## src/rtl/tfr_pkg.sv

```systemverilog
// ----------------------------------------------------------------------------
// tfr_pkg
// Types, constants and the CRC helper shared by the telemetry frame receiver.
// ----------------------------------------------------------------------------
package tfr_pkg;

   // parser phases
   typedef enum logic [2:0] {
      PH_HUNT = 3'd0,
      PH_LEN  = 3'd1,
      PH_PAY  = 3'd2,
      PH_CRCH = 3'd3,
      PH_CRCL = 3'd4,
      PH_END  = 3'd5
   } tfr_phase_type;

   // input operations
   localparam logic [1:0] OP_BYTE = 2'd0;
   localparam logic [1:0] OP_POLL = 2'd1;
   localparam logic [1:0] OP_STOP = 2'd2;

   // event kinds
   localparam logic [3:0] KIND_ALIVE   = 4'd0;
   localparam logic [3:0] KIND_DUTY    = 4'd1;
   localparam logic [3:0] KIND_RPM     = 4'd2;
   localparam logic [3:0] KIND_VOLTAGE = 4'd3;
   localparam logic [3:0] KIND_BATTERY = 4'd4;
   localparam logic [3:0] KIND_BAD_LEN = 4'd5;
   localparam logic [3:0] KIND_BOUNDS  = 4'd6;
   localparam logic [3:0] KIND_FAULT   = 4'd7;
   localparam logic [3:0] KIND_TIMEOUT = 4'd8;

   // config register indexes
   localparam logic [1:0] CSR_RPM_LIMIT = 2'd0;
   localparam logic [1:0] CSR_MAX_POLLS = 2'd1;
   localparam logic [1:0] CSR_VOLT_EN   = 2'd2;

   // framing constants
   localparam logic [7:0]  SOF_CODE    = 8'h02;
   localparam logic [7:0]  EOF_CODE    = 8'h03;
   localparam logic [7:0]  CMD_VALUES  = 8'd51;
   localparam logic [31:0] VALUE_MASK  = 32'h0001_01b0;
   localparam int          VALUE_LEN   = 16;
   localparam int          NUM_SLOTS   = 6;

   typedef struct packed {
      logic [14:0] rpm_limit;
      logic [2:0]  max_polls;
      logic        volt_en;
   } tfr_cfg_type;

   // fixed event slots: 0 alive/timeout, 1 duty or check error, 2 rpm,
   // 3 voltage, 4 battery, 5 fault
   typedef struct packed {
      logic [NUM_SLOTS-1:0]        valid;
      logic [NUM_SLOTS-1:0][3:0]   kind;
      logic [NUM_SLOTS-1:0][15:0]  value;
      logic                        busy;
   } tfr_events_type;

   // CRC16-CCITT, poly 0x1021, one byte folded msb first
   function automatic logic [15:0] crc_fold(input logic [15:0] crc, input logic [7:0] b);
      logic [15:0] c;
      c = crc ^ {b, 8'h00};
      for (int i = 0; i < 8; i++) begin
         c = c[15] ? ({c[14:0], 1'b0} ^ 16'h1021) : {c[14:0], 1'b0};
      end
      return c;
   endfunction

endpackage

```

## src/rtl/tfr_parser.sv

```systemverilog
// ----------------------------------------------------------------------------
// tfr_parser
// Frame parser, value checker and poll tracker; one word per cycle.
// ----------------------------------------------------------------------------
module tfr_parser #(
   parameter int MAX_FRAME_PAYLOAD = 32
) (
   input  logic                   clock,
   input  logic                   reset,
   input  logic                   item_valid,
   input  logic [1:0]             operation,
   input  logic [7:0]             rx_byte,
   input  tfr_pkg::tfr_cfg_type   cfg,
   output tfr_pkg::tfr_events_type events
);
   import tfr_pkg::*;

   localparam int LW = $clog2(MAX_FRAME_PAYLOAD + 1);

   tfr_phase_type phase_ff, phase_in;
   logic [LW-1:0] len_ff, len_in;
   logic [LW-1:0] pos_ff, pos_in;
   logic [15:0]   crc_ff, crc_in;
   logic [15:0]   rcrc_ff, rcrc_in;
   logic          alive_ff, alive_in;
   logic [2:0]    outst_ff, outst_in;
   logic [15:0]   duty_ff, duty_in;
   logic [15:0]   speed_ff, speed_in;
   logic [15:0]   volt_ff, volt_in;
   logic [15:0]   batt_ff, batt_in;
   logic [7:0]    fault_ff, fault_in;
   logic [7:0]    buf_ff [VALUE_LEN];
   logic          buf_we;

   // decoded payload fields
   logic [31:0]        mask_w;
   logic signed [15:0] duty_w, batt_w;
   logic signed [31:0] rpm_w, lim_w;
   logic [15:0]        volt_w;
   logic               ok_w;

   assign mask_w = {buf_ff[1], buf_ff[2], buf_ff[3], buf_ff[4]};
   assign duty_w = {buf_ff[5], buf_ff[6]};
   assign rpm_w  = {buf_ff[7], buf_ff[8], buf_ff[9], buf_ff[10]};
   assign volt_w = {buf_ff[11], buf_ff[12]};
   assign batt_w = {buf_ff[13], buf_ff[14]};
   assign lim_w  = $signed({17'd0, cfg.rpm_limit});
   assign ok_w   = (mask_w == VALUE_MASK) && (duty_w >= -16'sd1000) &&
                   (duty_w <= 16'sd1000) && (rpm_w >= -lim_w) && (rpm_w <= lim_w) &&
                   (batt_w >= 16'sd0) && (batt_w <= 16'sd1000);

   // next state and events
   always_comb begin
      phase_in = phase_ff;
      len_in   = len_ff;
      pos_in   = pos_ff;
      crc_in   = crc_ff;
      rcrc_in  = rcrc_ff;
      alive_in = alive_ff;
      outst_in = outst_ff;
      duty_in  = duty_ff;
      speed_in = speed_ff;
      volt_in  = volt_ff;
      batt_in  = batt_ff;
      fault_in = fault_ff;
      buf_we   = 1'b0;
      events   = '0;
      if (item_valid) begin
         unique case (operation)
            OP_BYTE: begin
               outst_in = '0;
               unique case (phase_ff)
                  PH_HUNT: if (rx_byte == SOF_CODE) phase_in = PH_LEN;
                  PH_LEN: begin
                     if ({1'b0, rx_byte} > 9'(MAX_FRAME_PAYLOAD)) begin
                        phase_in = PH_HUNT;
                     end else begin
                        len_in   = LW'(rx_byte);
                        pos_in   = '0;
                        crc_in   = '0;
                        phase_in = (rx_byte == 8'd0) ? PH_CRCH : PH_PAY;
                     end
                  end
                  PH_PAY: begin
                     buf_we = ({1'b0, pos_ff} < (LW+1)'(VALUE_LEN));
                     crc_in = crc_fold(crc_ff, rx_byte);
                     pos_in = pos_ff + 1'b1;
                     if ({1'b0, pos_ff} + 1'b1 >= {1'b0, len_ff}) phase_in = PH_CRCH;
                  end
                  PH_CRCH: begin
                     rcrc_in  = {rx_byte, 8'h00};
                     phase_in = PH_CRCL;
                  end
                  PH_CRCL: begin
                     rcrc_in  = {rcrc_ff[15:8], rx_byte};
                     phase_in = PH_END;
                  end
                  default: begin
                     phase_in = PH_HUNT;
                     if (rx_byte == EOF_CODE && crc_ff == rcrc_ff) begin
                        if (!alive_ff) begin
                           events.valid[0] = 1'b1;
                           events.kind[0]  = KIND_ALIVE;
                        end
                        alive_in = 1'b1;
                        if (len_ff != '0 && buf_ff[0] == CMD_VALUES) begin
                           if (len_ff != LW'(VALUE_LEN)) begin
                              events.valid[1] = 1'b1;
                              events.kind[1]  = KIND_BAD_LEN;
                           end else if (!ok_w) begin
                              events.valid[1] = 1'b1;
                              events.kind[1]  = KIND_BOUNDS;
                           end else begin
                              // changed values only
                              events.kind  = {KIND_FAULT, KIND_BATTERY, KIND_VOLTAGE,
                                              KIND_RPM, KIND_DUTY, KIND_ALIVE};
                              events.value[1] = duty_w;
                              events.value[2] = rpm_w[15:0];
                              events.value[3] = volt_w;
                              events.value[4] = batt_w;
                              events.value[5] = {8'd0, buf_ff[15]};
                              events.valid[1] = (duty_w != duty_ff);
                              events.valid[2] = (rpm_w[15:0] != speed_ff);
                              events.valid[3] = cfg.volt_en && (volt_w != volt_ff);
                              events.valid[4] = (batt_w != batt_ff);
                              events.valid[5] = (buf_ff[15] != fault_ff);
                              events.valid[0] = !alive_ff;
                              duty_in  = duty_w;
                              speed_in = rpm_w[15:0];
                              if (cfg.volt_en) volt_in = volt_w;
                              batt_in  = batt_w;
                              fault_in = buf_ff[15];
                           end
                        end
                     end
                  end
               endcase
            end
            OP_POLL: begin
               if (alive_ff) begin
                  if (outst_ff >= cfg.max_polls) begin
                     events.valid[0] = 1'b1;
                     events.kind[0]  = KIND_TIMEOUT;
                     alive_in = 1'b0;
                     outst_in = '0;
                  end else begin
                     outst_in = outst_ff + 1'b1;
                  end
               end
            end
            OP_STOP: alive_in = 1'b0;
            default: ;
         endcase
      end
      events.busy = alive_in && (outst_in != '0);
   end

   // control and value state
   always_ff @(posedge clock) begin
      if (reset) begin
         phase_ff <= PH_HUNT;
         len_ff   <= '0;
         pos_ff   <= '0;
         crc_ff   <= '0;
         rcrc_ff  <= '0;
         alive_ff <= 1'b0;
         outst_ff <= '0;
         duty_ff  <= '0;
         speed_ff <= '0;
         volt_ff  <= '0;
         batt_ff  <= '0;
         fault_ff <= '0;
      end else begin
         phase_ff <= phase_in;
         len_ff   <= len_in;
         pos_ff   <= pos_in;
         crc_ff   <= crc_in;
         rcrc_ff  <= rcrc_in;
         alive_ff <= alive_in;
         outst_ff <= outst_in;
         duty_ff  <= duty_in;
         speed_ff <= speed_in;
         volt_ff  <= volt_in;
         batt_ff  <= batt_in;
         fault_ff <= fault_in;
      end
   end

   // payload bytes that the value check reads
   always_ff @(posedge clock) begin
      if (buf_we) buf_ff[pos_ff[3:0]] <= rx_byte;
   end

endmodule

```

## src/rtl/tfr_event_queue.sv

```systemverilog
// ----------------------------------------------------------------------------
// tfr_event_queue
// Holds the events of one word and hands them out in slot order, one per cycle while rsp_ready is high.
// ----------------------------------------------------------------------------
module tfr_event_queue (
   input  logic                    clock,
   input  logic                    reset,
   input  logic                    load,
   input  tfr_pkg::tfr_events_type events,
   output logic                    can_load,
   output logic                    rsp_valid,
   input  logic                    rsp_ready,
   output logic [3:0]              rsp_event_kind,
   output logic signed [15:0]      rsp_event_value,
   output logic                    rsp_busy_res,
   output logic                    rsp_last
);
   import tfr_pkg::*;

   logic [NUM_SLOTS-1:0]       valid_ff, valid_in;
   logic [NUM_SLOTS-1:0][3:0]  kind_ff;
   logic [NUM_SLOTS-1:0][15:0] value_ff;
   logic                       busy_ff;
   logic [NUM_SLOTS-1:0]       sel;
   logic [NUM_SLOTS-1:0]       rest;

   // lowest pending slot goes out first
   always_comb begin
      sel = '0;
      for (int i = NUM_SLOTS - 1; i >= 0; i--) begin
         if (valid_ff[i]) sel = NUM_SLOTS'(1) << i;
      end
      rsp_event_kind  = '0;
      rsp_event_value = '0;
      for (int i = 0; i < NUM_SLOTS; i++) begin
         if (sel[i]) begin
            rsp_event_kind  = kind_ff[i];
            rsp_event_value = value_ff[i];
         end
      end
   end

   assign rsp_valid    = valid_ff != '0;
   assign rsp_last     = (valid_ff & ~sel) == '0;
   assign rsp_busy_res = busy_ff;
   assign rest         = (rsp_valid && rsp_ready) ? (valid_ff & ~sel) : valid_ff;
   assign can_load     = rest == '0;
   assign valid_in     = load ? events.valid : rest;

   always_ff @(posedge clock) begin
      if (reset) begin
         valid_ff <= '0;
      end else begin
         valid_ff <= valid_in;
      end
   end

   always_ff @(posedge clock) begin
      if (load) begin
         kind_ff  <= events.kind;
         value_ff <= events.value;
         busy_ff  <= events.busy;
      end
   end

endmodule

```

## src/rtl/telemetry_frame_receiver.sv

```systemverilog
// ----------------------------------------------------------------------------
// telemetry_frame_receiver
// Framed telemetry parser with CRC16-CCITT check, value events and poll timeout.
// ----------------------------------------------------------------------------
// The first event of a word is registered and valid in the cycle after the word is accepted.
// One word per cycle while no events are pending; a word with several events holds
//   req_ready low while the event register drains, one event a cycle while rsp_ready is high.
// Reset: synchronous, clears parser, alive, poll count, stored values and
//   config to 25000 / 5 / 1; payload bytes are undefined until received.
module telemetry_frame_receiver #(
   parameter int MAX_FRAME_PAYLOAD = 32
) (
   input  logic               clock,
   input  logic               reset,
   input  logic               req_valid,
   output logic               req_ready,
   input  logic [1:0]         req_operation,
   input  logic [7:0]         req_rx_byte,
   output logic               rsp_valid,
   input  logic               rsp_ready,
   output logic [3:0]         rsp_event_kind,
   output logic signed [15:0] rsp_event_value,
   output logic               rsp_busy_res,
   output logic               rsp_last,
   input  logic               csr_write_enable,
   input  logic [1:0]         csr_index,
   input  logic [14:0]        csr_write_data
);
   import tfr_pkg::*;

   tfr_cfg_type    cfg_ff;
   tfr_events_type events;
   logic           accept;

   assign accept = req_valid && req_ready;

   // config registers
   always_ff @(posedge clock) begin
      if (reset) begin
         cfg_ff.rpm_limit <= 15'd25000;
         cfg_ff.max_polls <= 3'd5;
         cfg_ff.volt_en   <= 1'b1;
      end else if (csr_write_enable) begin
         unique case (csr_index)
            CSR_RPM_LIMIT: cfg_ff.rpm_limit <= csr_write_data;
            CSR_MAX_POLLS: cfg_ff.max_polls <= csr_write_data[2:0];
            CSR_VOLT_EN:   cfg_ff.volt_en   <= csr_write_data[0];
            default: ;
         endcase
      end
   end

   tfr_parser #(.MAX_FRAME_PAYLOAD(MAX_FRAME_PAYLOAD)) u_parser (
      .clock      (clock),
      .reset      (reset),
      .item_valid (accept),
      .operation  (req_operation),
      .rx_byte    (req_rx_byte),
      .cfg        (cfg_ff),
      .events     (events)
   );

   tfr_event_queue u_queue (
      .clock           (clock),
      .reset           (reset),
      .load            (accept),
      .events          (events),
      .can_load        (req_ready),
      .rsp_valid       (rsp_valid),
      .rsp_ready       (rsp_ready),
      .rsp_event_kind  (rsp_event_kind),
      .rsp_event_value (rsp_event_value),
      .rsp_busy_res    (rsp_busy_res),
      .rsp_last        (rsp_last)
   );

`ifndef ASSERT_OFF
   // a new word only enters as the final pending event leaves
   a_accept_on_last: assert property (@(posedge clock) disable iff (reset)
      (accept && rsp_valid) |-> (rsp_last && rsp_ready))
      else $error("word accepted while events still pending");

   // events of one word follow each other with the same busy flag
   a_busy_held: assert property (@(posedge clock) disable iff (reset)
      (rsp_valid && rsp_ready && !rsp_last) |=> (rsp_valid && $stable(rsp_busy_res)))
      else $error("event train broken or busy changed");

   // nothing pending right after reset
   a_reset_empty: assert property (@(posedge clock)
      (!reset && $past(reset)) |-> (!rsp_valid && req_ready))
      else $error("events pending after reset");
`endif

endmodule
```

## config.mk

```make
export PLATFORM = sky130hd
export DESIGN_NAME = telemetry_frame_receiver
export DESIGN_NICKNAME = d
export VERILOG_FILES = /design/src/rtl/tfr_pkg.sv /design/src/rtl/tfr_parser.sv /design/src/rtl/tfr_event_queue.sv /design/src/rtl/telemetry_frame_receiver.sv
export SDC_FILE = /design/constraint.sdc
export NUM_CORES = 1
export LEC_CHECK = 0
export ABC_AREA = 1
export BUFFER_PORTS_ARGS = -buffer_cell sky130_fd_sc_hd__buf_4
export CAP_MARGIN = 20
export CORE_AREA = 2 2 189 191
export DETAILED_ROUTE_END_ITERATION = 16
export DIE_AREA = 0 0 191 193
export PLACE_DENSITY = 0.66
export REMOVE_ABC_BUFFERS = 1
export SLEW_MARGIN = 20
export SYNTH_ARGS = -nofsm -noshare
export SYNTH_HDL_FRONTEND = slang
export SYNTH_SLANG_ARGS = --single-unit
```

## constraint.sdc

```tcl
create_clock -name clock -period 10.1 [get_ports clock]
set_clock_uncertainty 0.05 [all_clocks]
set_input_delay 2.525 -clock clock [delete_from_list [all_inputs] [get_ports clock]]
set_output_delay 2.525 -clock clock [all_outputs]
set_load 0.01 [all_outputs]
```

==> run metrics, run 1 <==
setup TNS 0 ps; worst reg-to-reg setup slack 4700 ps; Synth Cell Area 17100 µm²; Crit. Startpoint rsp_ready; critical path arrival 3670 ps; Setup crit end kind primary output; CP Class input port to primary output; DRT Pass-1 Iters 5; Reg-to-Reg Start cfg_ff[4]$_SDFFE_PP0P_; Setup crit end req_ready; status finished clean; # DRC 0; total track usage 23.3%; max capacitance violation total 0; share of layout cells above drive strength 1 6.87%; Final nets 2146; Detailed Route Iter0 Violations ~1100; postcts setup bufs 0; slew margin rel. 29.7%; Detail Route Antenna Nets 0; crit-path most repeated cell buf_4; core area 35000 µm²; ys async rst share 0%; CP max-delay cell nor2_2; Die Height 193 µm; Storage cell area 9150 µm²; via count 13261; Hold Buf Count CTS 0; Unique masters post-synth 48; Max Root-Sink Buffers 3; max-slew violations 0; Root Driver clkbuf_16; Worst Path Required about 7500 ps; Syn Area/Cell around 8.6 µm²; Area growth syn-to-layout 12.3%; Via-to-Cell Ratio approximately 5.2; die footprint about 37000 µm²; crit start category input port; critical path depth in cells 7; worst hold stages 2; Post-DP HPWL 28.6 mm; family with the most delay on the worst path compound AO/OA/AOI/OAI gates; Post-synth EDFFs between 200 and 250; I/O Buffers 55; Crit path largest cell delay 250 ps; Reg2Reg Depth 20; Multi-input gate area approximately 6500 µm²; Clock Pin Slew Worst Setup and Hold Paths 60 ps; Synth Flop Type edfxtp_1; drt wl/cell 16.6 µm; vias in the first global route 12572; Final min period 6240 ps; RSZ-0062 raised after global routing false; final instance area 19200 µm²; final hold vios 0; worst setup margin approximately 3900 ps; IO Pins 56; largest net degree at the start of global routing 100; Post-Syn Instances 1998; WL final 42.1 mm; GR Overflow Total 0; CTS buffer count 38; first-pass GRT wire length 66.8 mm; VDD IR max 124 µV; Worst Path Max Fanout 4; final worst-path cycle share 61.8%; worst slack, placed 3920 ps; total power ~0.003 W; Cell Chain, Critical Path buf_4 > inv_1 > o21ai_0 > a21boi_0 > nand2_1 > nor2_2 > buf_4; Clock Latency Late Sink 530 ps; Leakage 8.15 nW; commonest non-fill, non-tap cell in the layout nand2_1; measured slew at the worst slew-check pin 1050 ps; worst path bufs/invs 3; TritonCTS clock tree built; Placement Cell Area ~18000 µm²; largest area contributor in the netlist edfxtp_1; worst hold path class flip-flop to flip-flop; Placed Cells between 2000 and 2500; most frequent cells in the layout nand2_1 (386), inv_1 (336), nor2_1 (279), edfxtp_1 (206), dfxtp_1 (148); pwr dens 157 nW/µm²; Die W 191 µm; CTS HTree Levels 2; warning count from the yosys run 0; Yosys reg bits ~350; fmax 160 MHz; clock sinks approximately 350; fillers around 3200; Synth area leaders edfxtp_1 (36%), dfxtp_1 (17%), nand2_1 (8.5%); RR Endpoint u_parser.duty_ff[15]$_SDFFE_PP0P_; Cell Count, Final, Fillers Out 2544; Synth top area share 36.1%; post-synthesis sequential area ratio 53.4%; Final setup viols 0; Starting Density approximately 50%; Final GP Congestion 0.915; post-CTS resize count 0; initial antenna violation count 1; Row Count 69
-- tightest hold or removal path, stage by stage (launching register included) --
cell     delay [ps]
dfxtp_1         320
nand3_1          80
inv_1            40
-- sequential cells by signal (all words and copies together), names as in the netlist, 3 cells and up --
signal             cells
u_parser.buf_ff      128
u_queue.valid_ff       6
u_parser.crc_ff       16
u_parser.batt_ff      16
u_parser.speed_ff     16
u_queue.value_ff      72
u_parser.volt_ff      16
u_parser.pos_ff        6
u_parser.phase_ff      3
u_parser.outst_ff      3
u_parser.fault_ff      8
u_queue.kind_ff        5
cfg_ff                19
u_parser.duty_ff      16
u_parser.len_ff        6
u_parser.rcrc_ff      16
-- Yosys cell counts, drive strengths merged (14+ instances only) --
cell type,number
a21oi,106
clkbuf,40
nand4,54
o21ai,101
nor2,285
xor2,40
nand2,390
nor3,42
ha,62
edfxtp,206
xnor2,34
buf,14
nand3,52
inv,339
dfxtp,148
-- report_power, final --
part | internal (W) | total (W) | switching (W)
combinational | 0.0000292 | 0.0000977 | 0.0000685
clock | 0.000804 | 0.00137 | 0.000565
sequential | 0.00154 | 0.00155 | 0.00000758
total | 0.00237 | 0.00301 | 0.000641
-- through the flow --
stage / utilization, % / hold slack (ps)
floorplan: - / 386
global placement: 51.4 / 406
detailed placement: 51.4 / 413
CTS: 54.9 / 422
global route: 55.0 / 441
finish: 55.0 / 420
-- worst min path at each step --
stage                                           start                                end  slack, ps
floorplan                      cfg_ff[0]$_SDFFE_PP1P_             cfg_ff[0]$_SDFFE_PP1P_        390
finish              u_parser.batt_ff[13]$_SDFFE_PP0P_  u_parser.batt_ff[13]$_SDFFE_PP0P_        420
detailed placement  u_parser.batt_ff[11]$_SDFFE_PP0P_  u_parser.batt_ff[11]$_SDFFE_PP0P_        410
global route        u_parser.batt_ff[12]$_SDFFE_PP0P_  u_parser.batt_ff[12]$_SDFFE_PP0P_        440
CTS                 u_parser.batt_ff[11]$_SDFFE_PP0P_  u_parser.batt_ff[11]$_SDFFE_PP0P_        420
global placement    u_parser.batt_ff[11]$_SDFFE_PP0P_  u_parser.batt_ff[11]$_SDFFE_PP0P_        410
-- kinds of logic (layout without fill, tap and decap cells) --
family | Yosys count | after routing | synth area share, %
fa+ha+maj | 62 | 62 | 4.53
compound gates | 261 | 261 | 8.46
buf+inv | 396 | 475 | 8.79
flops | 354 | 354 | 53.4
simple gates | 850 | 850 | 21.0
xor+xnor | 74 | 74 | 3.79
other cells | 1 | 7 | 0.0219
-- metal layers --
layer / GRT usage [%] / wire length (µm) / vias up
met5: 0 / 0 / -
met4: 7.10 / 1100 / 0
met3: 3.15 / 2440 / 75
met2: 38.7 / 19600 / 362
met1: 31.9 / 19000 / 6241
li1: - / - / 6583
-- final cells by class --
type / instances / area share (%)
flip-flops and latches: 354 / 47.6
multi-input cells: 1253 / 33.8
inverters: 342 / 6.69
clock buffers: 53 / 5.63
well taps: 461 / 3.00
repair buffers: 63 / 2.48
clock inverters: 17 / 0.762
diodes: 1 / 0.0130
Power figures use the tool's default switching activity.
==> inputs of run 2 (changes only) <==
- PLACE_DENSITY: 0.66 -> 0.68
- clock period: 10.1 -> 5.6 ns (I/O delays scaled with it)
==> run 2 against run 1 <==
Effect of this change: design area is essentially flat; sequential cell count unchanged; routed wire length down 1.2%; cell count about the same; first-iteration DRC count is 2.6% higher; non-clock buffer count rose by 5; register-to-register slack worse by 4100 ps; highest routed layer unchanged.
==> run metrics, run 2 (synthesized netlist as in run 1, its figures left out) <==
status finished clean; CP max-delay cell nand4_4; core area 35000 µm² (unchanged); Leakage 8.15 nW (about the same); GR Overflow Total 0 (unchanged); Area growth syn-to-layout 12.2% (about the same); CP Class flip-flop to flip-flop; final instance area 19200 µm² (about the same); Setup crit end kind flip-flop; clock sinks 354 (unchanged); TritonCTS clock tree built; Crit path largest cell delay 690 ps (+440 ps); # DRC 0 (unchanged); IO Pins 56 (unchanged); Detail Route Antenna Nets 0 (unchanged); NetSw 0.00114 W (+78%); worst hold path class flip-flop to flip-flop; family with the most delay on the worst path simple AND/OR/NAND/NOR gates; total internal power 0.00421 W (+78%); total power 0.00535 W (+78%); Final min period 5010 ps; Worst Path Max Fanout 61 (+57); Via-to-Cell Ratio 5.21 (about the same); Root Driver clkbuf_16; max-slew violations 0 (unchanged); Starting Density 49.0% (unchanged); VDD IR max 201 µV (+61%); Multi-input gate area 6500 µm² (about the same); Max Root-Sink Buffers 3 (unchanged); crit-path most repeated cell nand2_1; critical path arrival 5350 ps (+1680 ps); Clock Latency Late Sink 520 ps (about the same); Placement Cell Area 18000 µm² (+0.31%); WHS 418 ps (-1.83 ps); via count 13267 (+0.045%); WL final 41.6 mm (-1.2%); setup TNS 0 ps (unchanged); crit start category flip-flop; post-CTS resize count 0 (unchanged); total track usage 22.8% (-0.51 points); max reg flops 128 (unchanged); Clock Pin Slew Worst Setup and Hold Paths 60 ps (about the same); RSZ-0062 raised after global routing false; power share of the clock group 44.5% (-0.9 points); Die W 191 µm (unchanged); I/O Buffers 55 (unchanged); pwr dens 279 nW/µm² (+78%); fmax roughly 200 MHz; Storage cell area 9150 µm² (unchanged); measured slew at the worst slew-check pin 1010 ps (-43.8 ps); Worst Path Required 5940 ps (-1590 ps); drt wl/cell 16.3 µm (-1.3%); share of layout cells above drive strength 1 6.62% (-0.25 points); Post-DP HPWL 28.3 mm (-1.2%); DRT Pass-1 Iters 5 (unchanged); largest net degree at the start of global routing 77 (-23%); final hold vios 0 (unchanged); Hold Buf Count CTS 0 (unchanged); combinational share of power 3.4% (+0.2 points); max capacitance violation total 0 (unchanged); initial antenna violation count 0 (-1); Final setup viols 0 (unchanged); CTS buffer count 37 (-2.6%); Cell Chain, Critical Path nor3_1 > nand3_1 > nor2_1 > nand2_1 > nor3_1 > nand2_1 > nor2_1 > nand2_1 > nor3_1 > ha_1 > a21oi_1 > o21a_1 > nand2_1 > a21oi_1 > nand3_1 > nand3_1 > nand4_4 > o21ai_1 > nor2_1; first-pass GRT wire length 65.5 mm (-1.9%); sequential power share 52.1% (+0.8 points); commonest non-fill, non-tap cell in the layout nand2_1; Die Height 193 µm (unchanged); Final GP Congestion 0.879 (-4.0%); Switching Share 21.3% (+0.029 points); final worst-path cycle share around nine tenths; Final nets 2150 (+0.19%); Detailed Route Iter0 Violations 1095 (+2.6%); most frequent cells in the layout nand2_1 (386), inv_1 (336), nor2_1 (280), edfxtp_1 (206), dfxtp_1 (148); slew margin rel. 32.5% (+2.8 points); fillers 3189 (+0.82%); vias in the first global route 12380 (-1.5%); worst path bufs/invs 0 (-3); Row Count 69 (unchanged); ANT cells 0 (-1); die footprint 36900 µm² (unchanged); postcts setup bufs 0 (unchanged); CTS HTree Levels 2 (unchanged)
-- run 2: changes by cell type in the layout (fill, tap and decap cells not counted), moves of 2 or more --
cell	change
clkinv_4	-2
clkinv_1	+3
clkinv_2	-6
buf_4	+4
clkbuf_1	+4
buf_12	+2
-- run 2: final cells by class --
cell class,count,share of cell area [%]
well taps,461,3.00
flip-flops and latches,354,47.6
clock buffers,57,5.65
inverters,342,6.69
multi-input cells,1253,33.8
clock inverters,11,0.417
repair buffers,68,2.79
-- run 2: stage by stage --
step	cells	util [%]	worst slack, ps
after CTS	2546	54.9	622
after global routing	2546	54.9	56.1
after floorplan	1949	-	-101
final	2546	54.9	592
after detailed placement	2478	51.6	615
after global placement	2478	51.6	799
-- run 2: worst paths after layout --
| check | startpoint | endpoint | slack, ps | cells after the start |
|---|---|---|---|---|
| max | cfg_ff[4]$_SDFFE_PP0P_ | u_parser.duty_ff[11]$_SDFFE_PP0P_ | 590 | 19 |
| min | u_parser.batt_ff[12]$_SDFFE_PP0P_ | u_parser.batt_ff[12]$_SDFFE_PP0P_ | 420 | 2 |
| max reg2reg | cfg_ff[4]$_SDFFE_PP0P_ | u_parser.duty_ff[11]$_SDFFE_PP0P_ | 590 | 19 |
| min reg2reg | u_parser.batt_ff[12]$_SDFFE_PP0P_ | u_parser.batt_ff[12]$_SDFFE_PP0P_ | 420 | 2 |
-- run 2: worst min-delay path, delay by kind of cell (launching register included) --
family	cells	cell delay (ps)
buf+inv	1	40
flops	1	320
simple gates	1	80
-- run 2: per-layer routing --
layer | wire length (µm) | up-vias | track usage (%) | part of all wire, %
li1 | - | 6592 | - | -
met1 | 18800 | 6214 | 31.5 | 45
met2 | 19200 | 384 | 37.4 | 46
met3 | 2470 | 77 | 2.97 | 5.9
met4 | 1160 | 0 | 7.22 | 2.8
met5 | 0 | - | 0 | 0
-- run 2: power by group through the flow --
stage	registers (W)	logic [W]	clock network [W]
6_report	0.00279	0.000181	0.00238
5_1_grt	0.00279	0.000201	0.00251
4_1_cts	0.00279	0.000182	0.00241
3_5_place_dp	0.00285	0.000181	0
3_3_place_gp	0.00285	0.000177	0
2_1_floorplan	0.00284	0.0000904	0
